## src/sv/mjm_pkg.sv

```systemverilog
// Shared widths, register defaults, register indexes and types of the mecanum mixer.
`timescale 1ns / 1ps

package mjm_pkg;

    localparam int STICK_W    = 8;
    localparam int AXIS_W     = 9;
    localparam int SCALED_W   = 17;
    localparam int MIX_W      = 18;
    localparam int MAG_W      = 16;
    localparam int NUM_W      = 25;
    localparam int QUO_W      = 9;
    localparam int DIV_STAGES = 3;
    localparam int DIV_STEP   = 3;
    localparam int PWM_W      = 8;
    localparam int DZ_W       = 7;
    localparam int GAIN_W     = 8;
    localparam int LIMIT_W    = 8;
    localparam int CAL_W      = 9;
    localparam int CFG_IDX_W  = 3;
    localparam int CFG_DATA_W = 9;
    localparam int NUM_STAGES = 9;

    localparam logic [DZ_W-1:0]    DEAD_ZONE_RST = 7'd10;
    localparam logic [GAIN_W-1:0]  AXIS_GAIN_RST = 8'd16;
    localparam logic [LIMIT_W-1:0] MIX_LIMIT_RST = 8'd100;
    localparam logic [CAL_W-1:0]   CAL_RST       = 9'd256;

    localparam logic [PWM_W-1:0] PWM_MAX = 8'd255;

    typedef enum logic [CFG_IDX_W-1:0] {
        REG_DEAD_ZONE       = 3'd0,
        REG_AXIS_GAIN       = 3'd1,
        REG_MIX_LIMIT       = 3'd2,
        REG_CAL_FRONT_LEFT  = 3'd3,
        REG_CAL_FRONT_RIGHT = 3'd4,
        REG_CAL_REAR_LEFT   = 3'd5,
        REG_CAL_REAR_RIGHT  = 3'd6
    } t_reg_idx;

    typedef struct packed {
        logic             rescale;
        logic             peak_is_plus;
        logic             dir_plus;
        logic             dir_minus;
        logic             stop;
        logic [PWM_W-1:0] duty_plus;
        logic [PWM_W-1:0] duty_minus;
    } t_side;

endpackage

```

## src/sv/mjm_div.sv

```systemverilog
// Three-stage restoring divider that yields the rescaled duty quotient.
`timescale 1ns / 1ps

module mjm_div (
    input  logic                        i_clk,
    input  logic [mjm_pkg::DIV_STAGES-1:0] i_en,
    input  logic [mjm_pkg::NUM_W-1:0]   i_num,
    input  logic [mjm_pkg::MAG_W-1:0]   i_den,
    output logic [mjm_pkg::QUO_W-1:0]   o_quo
);

    localparam int BIT_W = $clog2(mjm_pkg::QUO_W);

    logic [mjm_pkg::NUM_W-1:0] r_rem [mjm_pkg::DIV_STAGES];
    logic [mjm_pkg::MAG_W-1:0] r_den [mjm_pkg::DIV_STAGES];
    logic [mjm_pkg::QUO_W-1:0] r_quo [mjm_pkg::DIV_STAGES];

    genvar k;
    generate
        for (k = 0; k < mjm_pkg::DIV_STAGES; k++) begin : g_stage
            localparam int PREV = (k == 0) ? 0 : k - 1;

            logic [mjm_pkg::NUM_W-1:0] n_rem;
            logic [mjm_pkg::QUO_W-1:0] n_quo;
            logic [mjm_pkg::MAG_W-1:0] den_in;

            always_comb begin
                logic [mjm_pkg::NUM_W-1:0] dsh;
                logic [BIT_W-1:0]          b;
                if (k == 0) begin
                    n_rem  = i_num;
                    n_quo  = '0;
                    den_in = i_den;
                end else begin
                    n_rem  = r_rem[PREV];
                    n_quo  = r_quo[PREV];
                    den_in = r_den[PREV];
                end
                for (int j = 0; j < mjm_pkg::DIV_STEP; j++) begin
                    b   = BIT_W'(mjm_pkg::QUO_W - 1 - (k * mjm_pkg::DIV_STEP + j));
                    dsh = {{(mjm_pkg::NUM_W-mjm_pkg::MAG_W){1'b0}}, den_in} << b;
                    if (n_rem >= dsh) begin
                        n_rem    = n_rem - dsh;
                        n_quo[b] = 1'b1;
                    end
                end
            end

            always_ff @(posedge i_clk) begin
                if (i_en[k]) begin
                    r_rem[k] <= n_rem;
                    r_quo[k] <= n_quo;
                    r_den[k] <= den_in;
                end
            end
        end
    endgenerate

    assign o_quo = r_quo[mjm_pkg::DIV_STAGES-1];

endmodule

```

## src/sv/mecanum_joystick_mixer_core.sv

```systemverilog
// Top level of the mecanum joystick mixer: deadzone, gain, mixing, rescale and calibration.
`timescale 1ns / 1ps

// One stick sample enters per cycle unless the input is stalled; its four wheel commands
// leave after the nine register stages that set the depth, three of which form the divider
// that rescales the mix to the limit. Stalls fill empty stages before the input is held.
// The user must write configuration registers only while the block is idle; the block
// itself does not enforce this.
module mecanum_joystick_mixer_core (
    input  logic                                i_clk,
    input  logic                                i_rst_n,
    input  logic                                i_cfg_we,
    input  logic [mjm_pkg::CFG_IDX_W-1:0]       i_cfg_idx,
    input  logic [mjm_pkg::CFG_DATA_W-1:0]      i_cfg_data,
    input  logic                                i_in_valid,
    output logic                                o_in_stall,
    input  logic signed [mjm_pkg::STICK_W-1:0]  i_stick_x,
    input  logic signed [mjm_pkg::STICK_W-1:0]  i_stick_y,
    output logic                                o_out_valid,
    input  logic                                i_out_stall,
    output logic [mjm_pkg::PWM_W-1:0]           o_pwm_front_left,
    output logic [mjm_pkg::PWM_W-1:0]           o_pwm_front_right,
    output logic [mjm_pkg::PWM_W-1:0]           o_pwm_rear_left,
    output logic [mjm_pkg::PWM_W-1:0]           o_pwm_rear_right,
    output logic                                o_dir_front_left,
    output logic                                o_dir_front_right,
    output logic                                o_dir_rear_left,
    output logic                                o_dir_rear_right,
    output logic                                o_stopped
);

    logic [mjm_pkg::DZ_W-1:0]    r_dead_zone;
    logic [mjm_pkg::GAIN_W-1:0]  r_axis_gain;
    logic [mjm_pkg::LIMIT_W-1:0] r_mix_limit;
    logic [mjm_pkg::CAL_W-1:0]   r_cal_fl;
    logic [mjm_pkg::CAL_W-1:0]   r_cal_fr;
    logic [mjm_pkg::CAL_W-1:0]   r_cal_rl;
    logic [mjm_pkg::CAL_W-1:0]   r_cal_rr;

    logic [mjm_pkg::NUM_STAGES-1:0] r_vld;
    logic [mjm_pkg::NUM_STAGES-1:0] en;

    logic signed [mjm_pkg::AXIS_W-1:0]   r_s0_gx;
    logic signed [mjm_pkg::AXIS_W-1:0]   r_s0_gy;
    logic                                r_s0_stop;
    logic signed [mjm_pkg::SCALED_W-1:0] r_s1_sx;
    logic signed [mjm_pkg::SCALED_W-1:0] r_s1_sy;
    logic                                r_s1_stop;
    logic [mjm_pkg::MAG_W-1:0]           r_s2_small;
    logic [mjm_pkg::MAG_W-1:0]           r_s2_peak;
    logic [mjm_pkg::NUM_W-1:0]           r_s3_num;
    logic [mjm_pkg::MAG_W-1:0]           r_s3_peak;
    mjm_pkg::t_side                      r_side [2:6];
    logic [mjm_pkg::PWM_W-1:0]           r_s7_dp;
    logic [mjm_pkg::PWM_W-1:0]           r_s7_dm;
    logic                                r_s7_dirp;
    logic                                r_s7_dirm;
    logic                                r_s7_stop;
    logic [mjm_pkg::PWM_W-1:0]           r_pwm_fl;
    logic [mjm_pkg::PWM_W-1:0]           r_pwm_fr;
    logic [mjm_pkg::PWM_W-1:0]           r_pwm_rl;
    logic [mjm_pkg::PWM_W-1:0]           r_pwm_rr;
    logic                                r_dirp;
    logic                                r_dirm;
    logic                                r_stop;

    logic [mjm_pkg::QUO_W-1:0] quo;

    // Stage enables: a stage may load when it is empty or its successor moves on.
    always_comb begin
        en[mjm_pkg::NUM_STAGES-1] = !r_vld[mjm_pkg::NUM_STAGES-1] || !i_out_stall;
        for (int k = mjm_pkg::NUM_STAGES - 2; k >= 0; k--) begin
            en[k] = !r_vld[k] || en[k+1];
        end
    end

    assign o_in_stall = !en[0];

    always_ff @(posedge i_clk) begin
        if (!i_rst_n) begin
            r_dead_zone <= mjm_pkg::DEAD_ZONE_RST;
            r_axis_gain <= mjm_pkg::AXIS_GAIN_RST;
            r_mix_limit <= mjm_pkg::MIX_LIMIT_RST;
            r_cal_fl    <= mjm_pkg::CAL_RST;
            r_cal_fr    <= mjm_pkg::CAL_RST;
            r_cal_rl    <= mjm_pkg::CAL_RST;
            r_cal_rr    <= mjm_pkg::CAL_RST;
            r_vld       <= '0;
        end else begin
            if (i_cfg_we) begin
                case (mjm_pkg::t_reg_idx'(i_cfg_idx))
                    mjm_pkg::REG_DEAD_ZONE:       r_dead_zone <= i_cfg_data[mjm_pkg::DZ_W-1:0];
                    mjm_pkg::REG_AXIS_GAIN:       r_axis_gain <= i_cfg_data[mjm_pkg::GAIN_W-1:0];
                    mjm_pkg::REG_MIX_LIMIT:       r_mix_limit <= i_cfg_data[mjm_pkg::LIMIT_W-1:0];
                    mjm_pkg::REG_CAL_FRONT_LEFT:  r_cal_fl    <= i_cfg_data[mjm_pkg::CAL_W-1:0];
                    mjm_pkg::REG_CAL_FRONT_RIGHT: r_cal_fr    <= i_cfg_data[mjm_pkg::CAL_W-1:0];
                    mjm_pkg::REG_CAL_REAR_LEFT:   r_cal_rl    <= i_cfg_data[mjm_pkg::CAL_W-1:0];
                    mjm_pkg::REG_CAL_REAR_RIGHT:  r_cal_rr    <= i_cfg_data[mjm_pkg::CAL_W-1:0];
                    default: begin
                    end
                endcase
            end
            if (en[0]) begin
                r_vld[0] <= i_in_valid;
            end
            for (int k = 1; k < mjm_pkg::NUM_STAGES; k++) begin
                if (en[k]) begin
                    r_vld[k] <= r_vld[k-1];
                end
            end
        end
    end

    // Stage 0: negate x and apply the deadzone.
    logic signed [mjm_pkg::AXIS_W-1:0] nx;
    logic signed [mjm_pkg::AXIS_W-1:0] ey;
    logic [mjm_pkg::AXIS_W-1:0]        ax;
    logic [mjm_pkg::AXIS_W-1:0]        ay;
    logic                              x_dead;
    logic                              y_dead;

    always_comb begin
        nx     = -{i_stick_x[mjm_pkg::STICK_W-1], i_stick_x};
        ey     = {i_stick_y[mjm_pkg::STICK_W-1], i_stick_y};
        ax     = nx[mjm_pkg::AXIS_W-1] ? 9'(-nx) : 9'(nx);
        ay     = ey[mjm_pkg::AXIS_W-1] ? 9'(-ey) : 9'(ey);
        x_dead = ax <= {2'b00, r_dead_zone};
        y_dead = ay <= {2'b00, r_dead_zone};
    end

    // Stage 1: axis gain.
    logic signed [mjm_pkg::MIX_W-1:0] px;
    logic signed [mjm_pkg::MIX_W-1:0] py;

    always_comb begin
        px = r_s0_gx * $signed({1'b0, r_axis_gain});
        py = r_s0_gy * $signed({1'b0, r_axis_gain});
    end

    // Stage 2: mixing, magnitudes, peak and the unscaled duties.
    logic signed [mjm_pkg::MIX_W-1:0] plus;
    logic signed [mjm_pkg::MIX_W-1:0] minus;
    logic [mjm_pkg::MAG_W-1:0]        mp;
    logic [mjm_pkg::MAG_W-1:0]        mm;
    mjm_pkg::t_side                   n_side;
    logic [mjm_pkg::MAG_W-1:0]        n_small;
    logic [mjm_pkg::MAG_W-1:0]        n_peak;

    always_comb begin
        plus  = {r_s1_sy[mjm_pkg::SCALED_W-1], r_s1_sy} + {r_s1_sx[mjm_pkg::SCALED_W-1], r_s1_sx};
        minus = {r_s1_sy[mjm_pkg::SCALED_W-1], r_s1_sy} - {r_s1_sx[mjm_pkg::SCALED_W-1], r_s1_sx};
        mp    = plus[mjm_pkg::MIX_W-1]  ? 16'(-plus)  : plus[mjm_pkg::MAG_W-1:0];
        mm    = minus[mjm_pkg::MIX_W-1] ? 16'(-minus) : minus[mjm_pkg::MAG_W-1:0];
        n_side.peak_is_plus = mp >= mm;
        n_peak  = n_side.peak_is_plus ? mp : mm;
        n_small = n_side.peak_is_plus ? mm : mp;
        n_side.rescale    = n_peak > {4'b0000, r_mix_limit, 4'b0000};
        n_side.dir_plus   = !plus[mjm_pkg::MIX_W-1];
        n_side.dir_minus  = !minus[mjm_pkg::MIX_W-1];
        n_side.stop       = r_s1_stop;
        n_side.duty_plus  = (|mp[15:11]) ? mjm_pkg::PWM_MAX : mp[10:3];
        n_side.duty_minus = (|mm[15:11]) ? mjm_pkg::PWM_MAX : mm[10:3];
    end

    // Stage 3: dividend of the rescale, smaller magnitude times twice the limit.
    logic [mjm_pkg::NUM_W-2:0] num_prod;

    assign num_prod = r_s2_small * r_mix_limit;

    mjm_div u_div (
        .i_clk (i_clk),
        .i_en  (en[6:4]),
        .i_num (r_s3_num),
        .i_den (r_s3_peak),
        .o_quo (quo)
    );

    // Stage 7: choose between the plain and the rescaled duty.
    logic [mjm_pkg::LIMIT_W:0] lim2;
    logic [mjm_pkg::PWM_W-1:0] lim2_sat;
    logic [mjm_pkg::PWM_W-1:0] quo_sat;
    logic [mjm_pkg::PWM_W-1:0] n_dp;
    logic [mjm_pkg::PWM_W-1:0] n_dm;

    always_comb begin
        lim2     = {r_mix_limit, 1'b0};
        lim2_sat = lim2[mjm_pkg::LIMIT_W] ? mjm_pkg::PWM_MAX : lim2[mjm_pkg::PWM_W-1:0];
        quo_sat  = quo[mjm_pkg::QUO_W-1] ? mjm_pkg::PWM_MAX : quo[mjm_pkg::PWM_W-1:0];
        if (r_side[6].rescale) begin
            n_dp = r_side[6].peak_is_plus ? lim2_sat : quo_sat;
            n_dm = r_side[6].peak_is_plus ? quo_sat : lim2_sat;
        end else begin
            n_dp = r_side[6].duty_plus;
            n_dm = r_side[6].duty_minus;
        end
    end

    // Stage 8: per-wheel calibration.
    function automatic logic [mjm_pkg::PWM_W-1:0] calibrate(
        input logic [mjm_pkg::PWM_W-1:0] duty,
        input logic [mjm_pkg::CAL_W-1:0] ratio
    );
        logic [mjm_pkg::PWM_W+mjm_pkg::CAL_W-1:0] prod;
        prod = duty * ratio;
        return prod[16] ? mjm_pkg::PWM_MAX : prod[15:8];
    endfunction

    always_ff @(posedge i_clk) begin
        if (en[0]) begin
            r_s0_gx   <= x_dead ? '0 : nx;
            r_s0_gy   <= y_dead ? '0 : ey;
            r_s0_stop <= x_dead && y_dead;
        end
        if (en[1]) begin
            r_s1_sx   <= px[mjm_pkg::SCALED_W-1:0];
            r_s1_sy   <= py[mjm_pkg::SCALED_W-1:0];
            r_s1_stop <= r_s0_stop;
        end
        if (en[2]) begin
            r_side[2]  <= n_side;
            r_s2_small <= n_small;
            r_s2_peak  <= n_peak;
        end
        if (en[3]) begin
            r_s3_num  <= {num_prod, 1'b0};
            r_s3_peak <= r_s2_peak;
        end
        for (int k = 3; k <= 6; k++) begin
            if (en[k]) begin
                r_side[k] <= r_side[k-1];
            end
        end
        if (en[7]) begin
            r_s7_dp   <= n_dp;
            r_s7_dm   <= n_dm;
            r_s7_dirp <= r_side[6].dir_plus;
            r_s7_dirm <= r_side[6].dir_minus;
            r_s7_stop <= r_side[6].stop;
        end
        if (en[8]) begin
            r_pwm_fl <= calibrate(r_s7_dp, r_cal_fl);
            r_pwm_fr <= calibrate(r_s7_dm, r_cal_fr);
            r_pwm_rl <= calibrate(r_s7_dm, r_cal_rl);
            r_pwm_rr <= calibrate(r_s7_dp, r_cal_rr);
            r_dirp   <= r_s7_dirp;
            r_dirm   <= r_s7_dirm;
            r_stop   <= r_s7_stop;
        end
    end

    assign o_out_valid       = r_vld[mjm_pkg::NUM_STAGES-1];
    assign o_pwm_front_left  = r_pwm_fl;
    assign o_pwm_front_right = r_pwm_fr;
    assign o_pwm_rear_left   = r_pwm_rl;
    assign o_pwm_rear_right  = r_pwm_rr;
    assign o_dir_front_left  = r_dirp;
    assign o_dir_front_right = r_dirm;
    assign o_dir_rear_left   = r_dirm;
    assign o_dir_rear_right  = r_dirp;
    assign o_stopped         = r_stop;

endmodule

```

## config.mk

```make
export PLATFORM = sky130hd
export DESIGN_NAME = mecanum_joystick_mixer_core
export DESIGN_NICKNAME = d
export VERILOG_FILES = /design/src/sv/mjm_pkg.sv /design/src/sv/mjm_div.sv /design/src/sv/mecanum_joystick_mixer_core.sv
export SDC_FILE = /design/constraint.sdc
export NUM_CORES = 2
export LEC_CHECK = 0
export BUFFER_PORTS_ARGS = -buffer_cell sky130_fd_sc_hd__buf_2
export CAP_MARGIN = 20
export CELL_PAD_IN_SITES_DETAIL_PLACEMENT = 0
export CELL_PAD_IN_SITES_GLOBAL_PLACEMENT = 1
export CORE_UTILIZATION = 45
export DETAILED_ROUTE_END_ITERATION = 12
export PLACE_DENSITY_LB_ADDON = 0.2
export SETUP_SLACK_MARGIN = 0.15
export SKIP_LAST_GASP = 1
export SLEW_MARGIN = 20
export SYNTH_ARGS = -nofsm -noshare
export SYNTH_HDL_FRONTEND = slang
export SYNTH_SLANG_ARGS = --single-unit
```

## constraint.sdc

```tcl
create_clock -name i_clk -period 13.6 [get_ports i_clk]
set_input_delay 0 -clock i_clk [delete_from_list [all_inputs] [get_ports i_clk]]
set_output_delay 0 -clock i_clk [all_outputs]
set_load 0.02 [all_outputs]
```

# Word-level counts from Yosys, hierarchy flattened
# Memories as Yosys holds them, arrays and structs flattened.
# Index checks and enable logic that the tools add are counted.
word_totals:
  inputBits: 33
  mem_bits_rw: 255
  word_cells: 159
  mem_count: 4
  regBits: 247
  output_inout_bits: 39
classes:
  eq_ne: 6
  add_sub_neg: 16
  n_reduce_logical: 33
  order_cmp: 13
  n_mul: 7
  n_mux: 42
mem_list:
  columns: ["name", "words", "width", "read_ports", "rd_ports_with_merged_regs", "write_ports", "line", "rtl"]
  rows:
  - ["r_side", 5, 21, 5, 0, 5, "mecanum_joystick_mixer_core.sv:53", "mjm_pkg::t_side r_side [2:6];"]
  - ["u_div.r_rem", 3, 25, 2, 0, 3, "mjm_div.sv:14", "logic [mjm_pkg::NUM_W-1:0] r_rem [mjm_pkg::DIV_STAGES];"]
  - ["u_div.r_den", 3, 16, 2, 0, 3, "mjm_div.sv:15", "logic [mjm_pkg::MAG_W-1:0] r_den [mjm_pkg::DIV_STAGES];"]
  - ["u_div.r_quo", 3, 9, 3, 0, 3, "mjm_div.sv:16", "logic [mjm_pkg::QUO_W-1:0] r_quo [mjm_pkg::DIV_STAGES];"]
ops:
  columns: ["operator", "n"]
  rows:
  - ["$mux 25", 9]
  - ["$mul 8x9->17", 5]
  - ["$mux 16", 4]
  - ["$mux 8", 8]
  - ["$neg 16->16", 2]
  - ["$ge 25x16->1", 1]
  - ["$ge 25x17->1", 1]
  - ["$ge 25x18->1", 1]
  - ["$ge 25x19->1", 1]
  - ["$ge 25x20->1", 1]
  - ["$ge 25x21->1", 1]
  - ["$ge 25x22->1", 1]
  - ["$ge 25x23->1", 1]
  - ["$ge 25x24->1", 1]
  - ["$sub 25x16->25", 1]
  - ["$sub 25x17->25", 1]
  - ["$sub 25x18->25", 1]
  - ["$sub 25x19->25", 1]
  - ["$sub 25x20->25", 1]
  - ["$sub 25x21->25", 1]
  - ["$sub 25x22->25", 1]
  - ["$sub 25x23->25", 1]
  - ["$sub 25x24->25", 1]
  - ["$mul 16x8->24", 1]
  - ["other kinds (19)", 70]

# Longest topological paths before layout
logic_depth:
  depth_word: 11
  ltp_mapped: 41
  depth_no_buf: 38

# Cells and area by module
# Synthesis repeated with hierarchy kept, for this count alone.
hier_totals:
  hier_cells: 4719
  hier_area_um2: 44826.7
by_module_without_submodules:
  columns: ["module", "seq_area_each_um2", "n_inst", "cells_per_inst", "area_per_inst_um2"]
  rows:
  - ["mecanum_joystick_mixer_core", 9859.5, 1, 3254, 32618.8]
  - ["mjm_div", 3002.9, 1, 1465, 12208.0]

# Worst setup path before layout
# Ideal clock, no wire load.
synth_path:
  kind: "flip-flop to flip-flop"
  startpoint: "memory u_div.r_rem[0][5] in the netlist's numbering"
  endpoint: "memory u_div.r_rem[0][29] in the netlist's numbering, data pin"
  required_time_ns: 13.340
  path_buffers: 4
  path_stages_with_launch: 39
  arrival_ns: 8.174
  setup_slack_ns: 5.167
  period_less_slack_ns: 8.433
  setup_time_ns: 0.260
  cell_sequence: "edfxtp_1 > inv_1 > ha_1 > inv_1 > fa_1 > nand3_1 > nand2_1 > o21ai_1 > and3_1 > buf_2 > clkbuf_1 > clkbuf_1 > nor2_1 > nor2_1 > ha_1 > a2111o_1 > o2111ai_1 > a211oi_1 > [... 3 more ...] > nor3_1 > inv_1 > nor2_1 > a21oi_1 > fa_1 > a21o_1 > a21oi_1 > nor2b_1 > o21a_1 > o41ai_2 > or3_1 > o211ai_1 > o41ai_1 > o41a_1 > nand3_1 > nor3_2 > buf_4 > mux2_2"
synth_lines:
  columns: ["element", "line"]
  rows:
  - ["start: declaration", "mjm_div.sv:14"]

==> summary.md <==
| Metric | Value |
|---|---|
| Number of enable flip-flop cells after synthesis | 381 |
| Cts hold-fix bufs | 41 |
| Most area-consuming cells after synthesis | edfxtp_1 26%, fa_1 16%, ha_1 14% |
| DR WL/cell | 17.2 um |
| Fin crit period | 10.37 ns |
| Worst Setup EP | u_div.r_rem[0][38] |
| Critical path's largest stage delay | 0.83 ns |
| IO Pins | 72 |
| Initial Utilization | 45.3% |
| Worst Setup SP | u_div.r_den[0][1] |
| Final Setup Violations | 0 |
| Vias in the first global route | 31300 |
| CTS Root Cell | clkbuf_16 |
| Area Overhead vs Synth | 8.64% |
| Synth Instances | 4575 |
| Post-route ant nets | 0 |
| Via count | 31100 |
| Core footprint | 0.0966 mm^2 |
| Drt total wl | 102000 um |
| Final Max Tran Viols | 0 |
| Crit path top cell by count | nor2_1 |
| Antenna violations before repair | 2 |
| Flop2flop setup slack | 3.23 ns |
| Share of layout cells above drive strength 1 | 6.09% |
| PortBufs | 71 |
| Die X | 314 um |
| Drt first pass iters | 5 |
| Clock transition at path regs | 0.06 ns |
| CTS tree | yes |
| Sequential share of the synthesized area | 29.2% |
| Setup TNS Final | 0 ns |
| Row cnt | 114 |
| Hold depth | 3 |
| Largest net degree at the start of global routing | 69 |
| Worst-Skew Late Latency | 0.64 ns |
| Reg-to-Reg Start | u_div.r_den[0][1] |
| Crit start category | flip-flop |
| Unique masters post-synth | 98 |
| First-pass GRT wire length | 167000 um |
| Crit path required time | 13.99 ns |
| Die Ht | 314 um |
| Vias per Instance | 5.23 |
| Gpl congestion | 0.877 |
| Total gr overflow | 0 |
| CTS max path bufs | 3 |
| HP Start | i_in_valid |
| RSZ-0062 raised after global routing | false |
| Setup Skew | 0.0266 ns |
| Crit path max fanout | 25 |
| Primary FF master, synth | edfxtp_1 |
| Slew margin rel. | 33.0% |
| Max Cap Violations | 0 |
| Setup CP Type | flip-flop to flip-flop |
| DP HPWL | 79600 um |
| Net count of the mapped netlist | 5435 |
| Syn. warnings | 0 |
| H-tree depth | 2 |
| GRT Util Overall | 21.1% |
| HP Class | input pin to flip-flop |
| Highest Clock Rate | 96.4 MHz |
| Slowest cell on crit path | and3_1 |
| Final hold viol count | 0 |
| Slew of the pin with the lowest slew margin | 1.00 ns |
| R2r endpoint | u_div.r_rem[0][38] |
| Antenna diodes | 0 |
| Post-CTS sizing | 0 |
| Die ar. | 0.0986 mm^2 |
| Number of clock sinks | 449 |
| WP data arrival | 10.76 ns |
| Synth top area share | 26.1% |
| Detailed-route DRC error count | 0 |
| Final period util | 76.3% |
| CTS Buf Count | 54 |
| Cell taking the most area after synthesis | edfxtp_1 |
| Path depth of the worst reg2reg path | 34 |
| Post-CTS Setup Repair Bufs | 0 |
| Async set or reset register ratio after synthesis | 0% |
| Post-Synthesis Cell Area | 0.0438 mm^2 |
| Synthesized flop and latch total | 449 |
| Status | complete, no violations |
| Mapped Avg Cell Area | 9.57 um^2 |
| Crit end category | flip-flop |
| Initial DRC Count | 1652 |
| Fin nets | 5490 |
worst min-delay path by stage:
stage	endpoint	slack (ns)
2_1_floorplan	r_axis_gain[4]	0.12
3_3_place_gp	r_vld[0]	0.30
3_5_place_dp	r_vld[0]	0.30
4_1_cts	r_vld[0]	0.15
5_1_grt	r_vld[0]	0.18
6_report	r_vld[0]	0.21
critical path: cells and delay by family, from the launching register on:
family	cells	cell delay, ns
buffers and inverters	4	1.03
AOI/OAI and AO/OA	13	3.69
and+or+nand+nor	13	3.48
DFF	1	0.38
adders and majority gates	3	1.13
muxes	1	0.42
Yosys cell counts, types with 17 or more instances:
cell type,instances
nand2_1,594
inv_1,577
ha_1,474
edfxtp_1,381
fa_1,353
and2_1,307
nor2_1,200
o21ai_0,198
a21oi_1,185
xnor2_1,159
clkbuf_1,108
xor2_1,90
nor3_1,70
dfxtp_1,68
a21boi_0,62
a21o_1,60
nand2b_1,58
nor2b_1,58
nand3_1,51
mux2_2,39
o21a_1,36
nand4_1,35
o21ai_1,34
o21bai_1,27
and3_1,26
a31oi_1,24
mux2i_1,24
or3_1,19
a211oi_1,18
mux2_1,17
area by class of cell:
type | count | area, um^2
repair buffers | 131 | 906
clock inverters | 41 | 383
clock buffers | 61 | 1410
inverters | 583 | 2190
well taps | 1276 | 1600
flip-flops and latches | 449 | 12800
fillers | 9103 | 49000
multi-input cells | 3411 | 28300
cells by family (layout without fill, tap and decap cells):
group / after synthesis / after routing / synth area share, %
AND/OR/NAND/NOR: 1488 / 1488 / 16.6
AO/OA/AOI/OAI: 762 / 762 / 11.1
adder cells (fa/ha/maj): 827 / 827 / 29.7
multiplexers: 81 / 81 / 2.02
XOR/XNOR: 253 / 253 / 5.13
flip-flops: 449 / 449 / 29.2
buffers and inverters: 715 / 816 / 6.23
placed cells by master (no fill, tap or decap), drive strengths merged, types with 15 or more instances in the layout:
cell,Yosys,layout
dfxtp,68,68
o21ai,232,232
or3,19,19
xor2,91,91
a31oi,25,25
mux2i,25,25
o21bai,27,27
nor3,73,73
nand2b,58,58
fa,353,353
mux2,56,56
inv,582,591
a21o,60,60
o211ai,15,15
xnor2,162,162
buf,23,90
nand3,52,52
nand4,35,35
nor4,16,16
a211oi,20,20
and2,307,307
or2,17,17
nor2b,58,58
clkinv,1,20
nor2,200,200
a21oi,187,187
nand2,594,594
o21a,36,36
and3,26,26
edfxtp,381,381
a21boi,63,63
clkbuf,109,61
dlygate4sd3,0,41
ha,474,474
sequential cells by signal, indices dropped and copies added, names as in the netlist, 15 cells and up:
signal,count
u_div.r_den,32
r_s2_peak,15
u_div.r_rem,48
r_s3_num,24
r_side,105
r_s1_sy,17
u_div.r_quo,18
r_s3_peak,16
r_s2_small,16
r_s1_sx,17
per-layer routing:
layer  up-vias  global-route usage [%]  part of all wire, %
met5         -                       0                    0
met1     15100                    30.3                   49
li1      15500                       -                    -
met3       105                    2.06                  3.0
met2       389                    34.6                   46
met4         0                    4.43                  1.9
per-stage QoR:
step / worst slack (ns) / hold slack (ns) / instances / area [um^2] / utilization, %
after floorplan: 5.17 / 0.124 / 4575 / 43800 / -
after global placement: 3.32 / 0.302 / 5808 / 45400 / 47.0
after detailed placement: 3.27 / 0.298 / 5809 / 45400 / 47.0
after CTS: 3.24 / 0.148 / 5952 / 47600 / 49.3
after global routing: 2.44 / 0.184 / 5952 / 47600 / 49.3
final: 3.23 / 0.211 / 5952 / 47600 / 49.3
Power is left out: the tool's default activity adds up to more than one toggle a clock period on the data nets, which glitch-free logic cannot reach.
